--- src/hdl/sle_pkg.sv ---
`timescale 1ns / 1ps
// ----------------------------------------------------------------------------
// sle_pkg: shared types and codes of the sorted list engine
// Operation and status codes, the per-cell command and the control bundle
// that the top level broadcasts to every cell of the chain.
// ----------------------------------------------------------------------------
package sle_pkg;

    localparam int VALUE_W  = 32;
    localparam int OPCODE_W = 2;
    localparam int STATUS_W = 2;
    localparam int COUNT_W  = 5;

    localparam logic [OPCODE_W-1:0] OP_INSERT = 2'd0;
    localparam logic [OPCODE_W-1:0] OP_REMOVE = 2'd1;
    localparam logic [OPCODE_W-1:0] OP_POP    = 2'd2;
    localparam logic [OPCODE_W-1:0] OP_CLEAR  = 2'd3;

    localparam logic [STATUS_W-1:0] ST_OK         = 2'd0;
    localparam logic [STATUS_W-1:0] ST_FULL       = 2'd1;
    localparam logic [STATUS_W-1:0] ST_POP_EMPTY  = 2'd2;

    typedef enum logic [1:0] {
        CMD_HOLD,
        CMD_INSERT,
        CMD_SHIFT,
        CMD_COMPACT
    } cell_cmd_t;

    typedef struct packed {
        cell_cmd_t                 cmd;
        logic signed [VALUE_W-1:0] operand;
    } cell_ctrl_t;

endpackage

--- src/hdl/sle_cell.sv ---
`timescale 1ns / 1ps
// ----------------------------------------------------------------------------
// sle_cell: one slot of the sorted chain
// Holds one value, compares it against the broadcast operand and takes its
// next value from itself, the operand or a neighbouring cell.
// ----------------------------------------------------------------------------
module sle_cell (
    input  logic                                clk,
    input  sle_pkg::cell_ctrl_t                 ctrl,
    input  logic                                occupied,
    input  logic                                left_less,
    input  logic signed [sle_pkg::VALUE_W-1:0]  left_value,
    input  logic signed [sle_pkg::VALUE_W-1:0]  right_value,
    output logic signed [sle_pkg::VALUE_W-1:0]  value,
    output logic signed [sle_pkg::VALUE_W-1:0]  value_next,
    output logic                                less,
    output logic                                match
);
    import sle_pkg::*;

    logic signed [VALUE_W-1:0] value_reg;

    assign value = value_reg;
    assign less  = occupied && (value_reg < ctrl.operand);
    assign match = occupied && (value_reg == ctrl.operand);

    always_comb
    begin
        value_next = value_reg;
        case (ctrl.cmd)
            CMD_INSERT:
            begin
                // keep smaller entries, open the gap at the boundary, shift the rest up
                if (!less)
                begin
                    value_next = left_less ? ctrl.operand : left_value;
                end
            end
            CMD_SHIFT:
            begin
                value_next = right_value;
            end
            CMD_COMPACT:
            begin
                // drop one matching entry: everything from the first match moves down
                if (!less)
                begin
                    value_next = right_value;
                end
            end
            default:
            begin
                value_next = value_reg;
            end
        endcase
    end

    always_ff @(posedge clk)
    begin
        value_reg <= value_next;
    end

endmodule

--- src/hdl/sorted_list_engine_unit.sv ---
`timescale 1ns / 1ps
// ----------------------------------------------------------------------------
// sorted_list_engine_unit: sorted list priority queue on a chain of cells
// Keeps up to DEPTH signed values in ascending order in a row of cells.
// ----------------------------------------------------------------------------
// Usage:
//   Input beats arrive on s_tvalid/s_tready with the operand in s_tdata and
//   the opcode in s_tuser (insert, remove all equal, pop smallest, clear).
//   Every input beat yields exactly one result beat on m_tvalid/m_tready:
//   smallest entry and count in m_tdata, empty flag and status in m_tuser,
//   all taken after the operation.
//   Insert, pop and clear: the result is registered on the
//   edge that accepts the beat, and the next beat is taken in the same
//   cycle as the result leaves, so these run at one beat per cycle while m_tready stays high.
//   Remove works on k matching entries: the cell chain drops one
//   matching entry per cycle and the pass ends once no entry matches and the
//   result register is free; no input beat is taken meanwhile.
//   A stalled receiver holds the result register; s_tready stays low until
//   it is taken. Reset empties the list (count to zero) and drops any
//   pending result; cell contents are left as they are.
// ----------------------------------------------------------------------------
module sorted_list_engine_unit #(
    parameter int DEPTH = 16
) (
    input  logic        clk,
    input  logic        rst_n,
    input  logic        s_tvalid,
    output logic        s_tready,
    input  logic [31:0] s_tdata,   // [31:0] operand_value
    input  logic [1:0]  s_tuser,   // [1:0] opcode
    output logic        m_tvalid,
    input  logic        m_tready,
    output logic [39:0] m_tdata,   // [31:0] smallest_value, [36:32] entry_count, rest zero
    output logic [2:0]  m_tuser    // [0] is_empty, [2:1] status
);
    import sle_pkg::*;

    localparam int CNT_W = $clog2(DEPTH + 1);
    localparam logic [CNT_W-1:0] CNT_FULL = CNT_W'(DEPTH);

    typedef enum logic {
        S_IDLE,
        S_REMOVE
    } state_t;

    state_t                    state_reg;
    state_t                    state_next;
    logic [CNT_W-1:0]          cnt_reg;
    logic [CNT_W-1:0]          cnt_next;
    logic signed [VALUE_W-1:0] rem_value_reg;
    logic                      out_valid_reg;
    logic signed [VALUE_W-1:0] out_smallest_reg;
    logic [COUNT_W-1:0]        out_count_reg;
    logic                      out_empty_reg;
    logic [STATUS_W-1:0]       out_status_reg;

    cell_ctrl_t                ctrl;
    logic [STATUS_W-1:0]       status_next;
    logic                      load_result;
    logic                      out_free;
    logic                      accept;
    logic                      any_match;
    logic [CNT_W+COUNT_W-1:0]  cnt_wide;

    logic signed [VALUE_W-1:0] cell_value [DEPTH];
    logic signed [VALUE_W-1:0] cell_next  [DEPTH];
    logic [DEPTH-1:0]          cell_less;
    logic [DEPTH-1:0]          cell_match;
    logic [DEPTH-1:0]          cell_occ;

    assign out_free = !out_valid_reg || m_tready;
    assign s_tready = (state_reg == S_IDLE) && out_free;
    assign accept   = s_tvalid && s_tready;
    assign any_match = |cell_match;

    genvar i;
    generate
        for (i = 0; i < DEPTH; i++)
        begin : g_cell
            assign cell_occ[i] = CNT_W'(i) < cnt_reg;
            if (i == 0)
            begin : g_first
                sle_cell u_cell (
                    .clk         (clk),
                    .ctrl        (ctrl),
                    .occupied    (cell_occ[i]),
                    .left_less   (1'b1),
                    .left_value  (ctrl.operand),
                    .right_value ((DEPTH > 1) ? cell_value[(DEPTH > 1) ? 1 : 0] : cell_value[0]),
                    .value       (cell_value[i]),
                    .value_next  (cell_next[i]),
                    .less        (cell_less[i]),
                    .match       (cell_match[i])
                );
            end
            else if (i == DEPTH - 1)
            begin : g_last
                sle_cell u_cell (
                    .clk         (clk),
                    .ctrl        (ctrl),
                    .occupied    (cell_occ[i]),
                    .left_less   (cell_less[i-1]),
                    .left_value  (cell_value[i-1]),
                    .right_value (cell_value[i]),
                    .value       (cell_value[i]),
                    .value_next  (cell_next[i]),
                    .less        (cell_less[i]),
                    .match       (cell_match[i])
                );
            end
            else
            begin : g_mid
                sle_cell u_cell (
                    .clk         (clk),
                    .ctrl        (ctrl),
                    .occupied    (cell_occ[i]),
                    .left_less   (cell_less[i-1]),
                    .left_value  (cell_value[i-1]),
                    .right_value (cell_value[i+1]),
                    .value       (cell_value[i]),
                    .value_next  (cell_next[i]),
                    .less        (cell_less[i]),
                    .match       (cell_match[i])
                );
            end
        end
    endgenerate

    always_comb
    begin
        ctrl.cmd     = CMD_HOLD;
        ctrl.operand = (state_reg == S_REMOVE) ? rem_value_reg : $signed(s_tdata);
        cnt_next     = cnt_reg;
        status_next  = ST_OK;
        state_next   = state_reg;
        load_result  = 1'b0;
        unique case (state_reg)
            S_IDLE:
            begin
                if (accept)
                begin
                    unique case (s_tuser)
                        OP_INSERT:
                        begin
                            load_result = 1'b1;
                            if (cnt_reg == CNT_FULL)
                            begin
                                status_next = ST_FULL;
                            end
                            else
                            begin
                                ctrl.cmd = CMD_INSERT;
                                cnt_next = cnt_reg + 1'b1;
                            end
                        end
                        OP_REMOVE:
                        begin
                            state_next = S_REMOVE;
                        end
                        OP_POP:
                        begin
                            load_result = 1'b1;
                            if (cnt_reg == '0)
                            begin
                                status_next = ST_POP_EMPTY;
                            end
                            else
                            begin
                                ctrl.cmd = CMD_SHIFT;
                                cnt_next = cnt_reg - 1'b1;
                            end
                        end
                        OP_CLEAR:
                        begin
                            load_result = 1'b1;
                            cnt_next    = '0;
                        end
                        default:
                        begin
                            load_result = 1'b0;
                        end
                    endcase
                end
            end
            S_REMOVE:
            begin
                if (any_match)
                begin
                    ctrl.cmd = CMD_COMPACT;
                    cnt_next = cnt_reg - 1'b1;
                end
                else if (out_free)
                begin
                    load_result = 1'b1;
                    state_next  = S_IDLE;
                end
            end
            default:
            begin
                state_next = S_IDLE;
            end
        endcase
    end

    assign cnt_wide = {{COUNT_W{1'b0}}, cnt_next};

    always_ff @(posedge clk or negedge rst_n)
    begin
        if (!rst_n)
        begin
            state_reg        <= S_IDLE;
            cnt_reg          <= '0;
            out_valid_reg    <= 1'b0;
            out_smallest_reg <= '0;
            out_count_reg    <= '0;
            out_empty_reg    <= 1'b1;
            out_status_reg   <= ST_OK;
            rem_value_reg    <= '0;
        end
        else
        begin
            state_reg <= state_next;
            cnt_reg   <= cnt_next;
            if (load_result)
            begin
                out_valid_reg    <= 1'b1;
                out_smallest_reg <= (cnt_next == '0) ? '0 : cell_next[0];
                out_count_reg    <= cnt_wide[COUNT_W-1:0];
                out_empty_reg    <= (cnt_next == '0);
                out_status_reg   <= status_next;
            end
            else if (m_tready)
            begin
                out_valid_reg <= 1'b0;
            end
            if (accept)
            begin
                rem_value_reg <= $signed(s_tdata);
            end
        end
    end

    assign m_tvalid = out_valid_reg;
    assign m_tdata  = {3'b000, out_count_reg, out_smallest_reg};
    assign m_tuser  = {out_status_reg, out_empty_reg};

endmodule
--- config.mk ---
export PLATFORM = sky130hd
export DESIGN_NAME = sorted_list_engine_unit
export DESIGN_NICKNAME = d
export VERILOG_FILES = /design/src/hdl/sle_pkg.sv /design/src/hdl/sle_cell.sv /design/src/hdl/sorted_list_engine_unit.sv
export SDC_FILE = /design/constraint.sdc
export NUM_CORES = 2
export LEC_CHECK = 0
export ABC_CLOCK_PERIOD_IN_PS = 14600
export BUFFER_PORTS_ARGS = -buffer_cell sky130_fd_sc_hd__buf_2
export CORE_UTILIZATION = 50
export CTS_CLUSTER_DIAMETER = 150
export DETAILED_ROUTE_END_ITERATION = 10
export PLACE_DENSITY = 0.66
export SYNTH_ARGS = -nofsm -noshare
export SYNTH_HDL_FRONTEND = slang
export SYNTH_SLANG_ARGS = --single-unit
--- constraint.sdc ---
create_clock -name clk -period 14.6 [get_ports clk]
set_input_delay 1.46 -clock clk [delete_from_list [all_inputs] [get_ports clk]]
set_output_delay 1.46 -clock clk [all_outputs]
set_load 0.1 [all_outputs]
==> impl_metrics.prom <==
# TYPE chip_impl_metric gauge
chip_impl_info{name="result_of_the_run",value="finished clean"} 1
chip_impl_metric{name="yosys_warnings",unit=""} 0
chip_impl_metric{name="drv_slew",unit=""} 0
chip_impl_metric{name="synth_edf_count",unit=""} 480
chip_impl_info{name="timing.critical_path.from_type",value="flip-flop"} 1
chip_impl_metric{name="final_core_util",unit=""} 0.554
chip_impl_metric{name="drt-total-wl",unit="um"} 119000
chip_impl_metric{name="ff_latch_count_synth",unit=""} 591
chip_impl_metric{name="fmax",unit="MHz"} 132
chip_impl_metric{name="finClkSkew",unit="ps"} 26.9
chip_impl_metric{name="gp_routability_congestion",unit=""} 0.951
chip_impl_metric{name="post_synth_and_or_nand_nor_area_fraction",unit=""} 0.118
chip_impl_metric{name="synth_xor_area_frac",unit=""} 0
chip_impl_metric{name="clock_tree.buffer_depth",unit=""} 3
chip_impl_metric{name="postLayoutSetupSlackWorst",unit="ps"} 7010
chip_impl_metric{name="grt_remaining_overflow",unit=""} 0
chip_impl_metric{name="synth_compound_area_frac",unit=""} 0.149
chip_impl_metric{name="die_area",unit="um^2"} 83100
chip_impl_metric{name="cts-buffers-inserted",unit=""} 70
chip_impl_metric{name="clock_sink_count",unit=""} 591
chip_impl_metric{name="first_pass_iters",unit=""} 6
chip_impl_metric{name="power_leakage",unit="nW"} 18.2
chip_impl_metric{name="dr_total_vias",unit=""} 31700
chip_impl_metric{name="dieWidth",unit="um"} 288
chip_impl_metric{name="cts-resized-gates",unit=""} 0
chip_impl_info{name="clock-root-buffer",value="clkbuf_16"} 1
chip_impl_metric{name="largest_net_degree_at_the_start_of_global_routing",unit=""} 251
chip_impl_info{name="cts_tree",value="yes"} 1
chip_impl_metric{name="largest_register_ffs",unit=""} 448
chip_impl_metric{name="core_region_area",unit="um^2"} 80800
chip_impl_metric{name="cp_data_required_time",unit="ps"} 14930
chip_impl_metric{name="effective_utilization_at_floorplan",unit=""} 0.507
chip_impl_metric{name="overall_power_consumption",unit="mW"} 7.52
chip_impl_metric{name="avgSynthCellArea",unit="um^2"} 10.2
chip_impl_metric{name="timing.max_cap.violations",unit=""} 0
chip_impl_metric{name="relSlewSlack",unit=""} 0.147
chip_impl_info{name="timing.setup.critical_path_class",value="reg -> reg"} 1
chip_impl_metric{name="hpwl",unit="um"} 88000
chip_impl_metric{name="diodes",unit=""} 0
chip_impl_metric{name="first_global_vias",unit=""} 31000
chip_impl_metric{name="async_reset_ff_frac",unit=""} 0.134
chip_impl_info{name="crit_path_end",value="g_cell[4].g_mid.u_cell.value[25]$_DFFE_PP_"} 1
chip_impl_metric{name="number_of_hold_buffers_added_after_cts",unit=""} 0
chip_impl_info{name="grt_setup_unrepaired",value="false"} 1
chip_impl_metric{name="clkLatencyLatePin",unit="ps"} 630
chip_impl_metric{name="post_synth_fa_ha_maj_area_fraction",unit=""} 0.157
chip_impl_info{name="yosys_most_used_dff",value="edfxtp_1"} 1
chip_impl_metric{name="crit_arrival",unit="ps"} 7920
chip_impl_info{name="setup.worst_path.end_class",value="flip-flop"} 1
chip_impl_metric{name="number_of_design_rule_violations_left_after_detail_routing",unit=""} 0
chip_impl_metric{name="setup_viol",unit=""} 0
chip_impl_metric{name="routed_wire_length_per_instance",unit="um"} 23.1
chip_impl_metric{name="count_of_input_and_output_buffers",unit=""} 79
chip_impl_metric{name="path_max_fanout",unit=""} 250
chip_impl_metric{name="post_synth_mux_area_share",unit=""} 0.127
chip_impl_metric{name="ir_drop",unit="mV"} 0.189
chip_impl_metric{name="die_h",unit="um"} 288
chip_impl_metric{name="post_synth_num_cell_types",unit=""} 84
chip_impl_info{name="r2r_startpoint",value="state_reg$_DFF_PN0_"} 1
chip_impl_metric{name="worst_r2r_setup_slack",unit="ps"} 7010
chip_impl_metric{name="grt_first_pass_wirelength",unit="um"} 184000
chip_impl_metric{name="ios",unit=""} 83
chip_impl_metric{name="initial_antenna_violation_count",unit=""} 1
chip_impl_metric{name="detail_route.vias_per_cell",unit=""} 6.17
chip_impl_info{name="start_point_of_the_critical_path",value="state_reg$_DFF_PN0_"} 1
chip_impl_metric{name="final_nets",unit=""} 4570
chip_impl_metric{name="share_of_the_cycle_needed_by_the_critical_path_after_routing",unit=""} 0.520
chip_impl_metric{name="synth_to_final_area_change",unit="%"} 9.15
chip_impl_metric{name="post_layout_nonfiller_instances",unit=""} 5130
chip_impl_metric{name="r2r.worst_path.cells",unit=""} 15
chip_impl_metric{name="drive_gt1_frac",unit=""} 0.0966
chip_impl_metric{name="fin_tns_setup",unit="ps"} 0
chip_impl_metric{name="min_path_cells",unit=""} 2
chip_impl_metric{name="synth_seq_area_share",unit=""} 0.415
chip_impl_metric{name="p_per_area",unit="nW/um^2"} 168
chip_impl_metric{name="place.detailed.instances",unit=""} 5004
chip_impl_metric{name="groute.usage.overall",unit=""} 0.284
chip_impl_metric{name="floorplan.rows",unit=""} 104
chip_impl_metric{name="hold_violations",unit=""} 0
chip_impl_metric{name="cts.reportedPaths.clkPinSlew",unit="ps"} 60
chip_impl_info{name="critical_path.reg2reg.endpoint",value="g_cell[4].g_mid.u_cell.value[25]$_DFFE_PP_"} 1
chip_impl_metric{name="postCtsSetupRepairBufs",unit=""} 0
chip_impl_metric{name="antenna_violating_nets_post_route",unit=""} 0
chip_impl_metric{name="tightest_slew",unit="ps"} 1280
chip_impl_metric{name="synth_cells",unit=""} 4027
chip_impl_metric{name="drtIter0Drc",unit=""} 2934
chip_impl_metric{name="dp_worst_setup_slack",unit="ps"} 6540
chip_impl_info{name="hold_path.class",value="reg -> reg"} 1
chip_impl_metric{name="mappedNetlistArea",unit="um^2"} 41000
chip_impl_metric{name="fin_crit",unit="ps"} 7590
chip_impl_metric{name="cts_max_level",unit=""} 3
chip_impl_info{name="main_combinational_cell_family_by_area_after_synthesis",value="adder cells"} 1
[synthesized netlist by cell type, types with 65 or more instances]
cell      count  area [um^2]
a21o_1       96          721
a21oi_1     160          801
buf_2        65          325
clkbuf_1    146          548
dfrtp_1      78         1950
edfxtp_1    480        14400
ha_1        516         6460
inv_1        94          353
mux2_2       69          777
mux2i_1     442         4420
nand2_1     639         2400
nand4_1     123          769
nor2_1      124          465
o21ai_0     530         2650
[critical path, stage by stage (launching register included)]
cell	delay, ps
dfrtp_2	700
buf_4	430
mux2_2	500
inv_1	480
ha_1	450
nand2_1	60
nor3_1	370
nand4_1	290
nor3_1	690
a2111oi_4	190
nand2_1	290
nand2_1	240
nand2_8	630
buf_12	640
buf_4	910
o21ai_0	260
[stage by stage]
stage	instance area [um^2]	hold slack, ps
global route	44700	479
global placement	42500	451
finish	44700	467
floorplan	41000	440
CTS	44700	471
detailed placement	42500	456
[how the worst min path moves through the flow]
stage	start	slack (ps)	end
global route	out_count_reg[2]$_DFFE_PN0P_	480	out_count_reg[2]$_DFFE_PN0P_
detailed placement	rem_value_reg[17]$_DFFE_PN0P_	460	rem_value_reg[17]$_DFFE_PN0P_
finish	rem_value_reg[17]$_DFFE_PN0P_	470	rem_value_reg[17]$_DFFE_PN0P_
floorplan	rem_value_reg[0]$_DFFE_PN0P_	440	rem_value_reg[0]$_DFFE_PN0P_
CTS	rem_value_reg[6]$_DFFE_PN0P_	470	rem_value_reg[6]$_DFFE_PN0P_
global placement	rem_value_reg[31]$_DFFE_PN0P_	450	rem_value_reg[31]$_DFFE_PN0P_
[power breakdown]
group / leakage (nW) / switching [mW] / internal [mW] / total, mW
sequential: 5.66 / 0.288 / 2.34 / 2.63
clock: 1.09 / 0.748 / 0.993 / 1.74
combinational: 11.5 / 2.04 / 1.11 / 3.15
[layer usage]
metal  wire length [um]  GRT usage  vias up
met1              52700      0.387    15300
met3               6710     0.0365      223
li1                   -          -    15100
met4               4610      0.110        2
met5                 13          0        -
met2              54600      0.460     1057
[kinds of logic (layout without fill, tap and decap cells)]
group	after synthesis	in the layout
other cells	1	3
fa+ha+maj	516	516
flops	591	591
simple gates	1083	1083
compound gates	1000	1000
mux	511	511
buf+inv	325	366
[placed cells by master (no fill, tap or decap), drive strengths merged, types with 42 or more instances in the layout]
| cell type | instances |
|---|---|
| a21o | 96 |
| a21oi | 161 |
| buf | 144 |
| clkbuf | 95 |
| dfrtp | 78 |
| edfxtp | 480 |
| ha | 516 |
| inv | 99 |
| mux2 | 69 |
| mux2i | 442 |
| nand2 | 640 |
| nand4 | 125 |
| nor2 | 125 |
| nor2b | 42 |
| nor3 | 43 |
| o21ai | 545 |
[layout make-up]
cell class,instances,area [um^2]
Timing Repair Buffer,144,911
Clock buffer,95,1950
Multi-Input combinational cell,3113,22900
Sequential cell,591,17000
Tap cell,1060,1330
Inverter,96,360
Clock inverter,31,245
Fill cell,7034,36100
(Power assumes the default switching activity.)
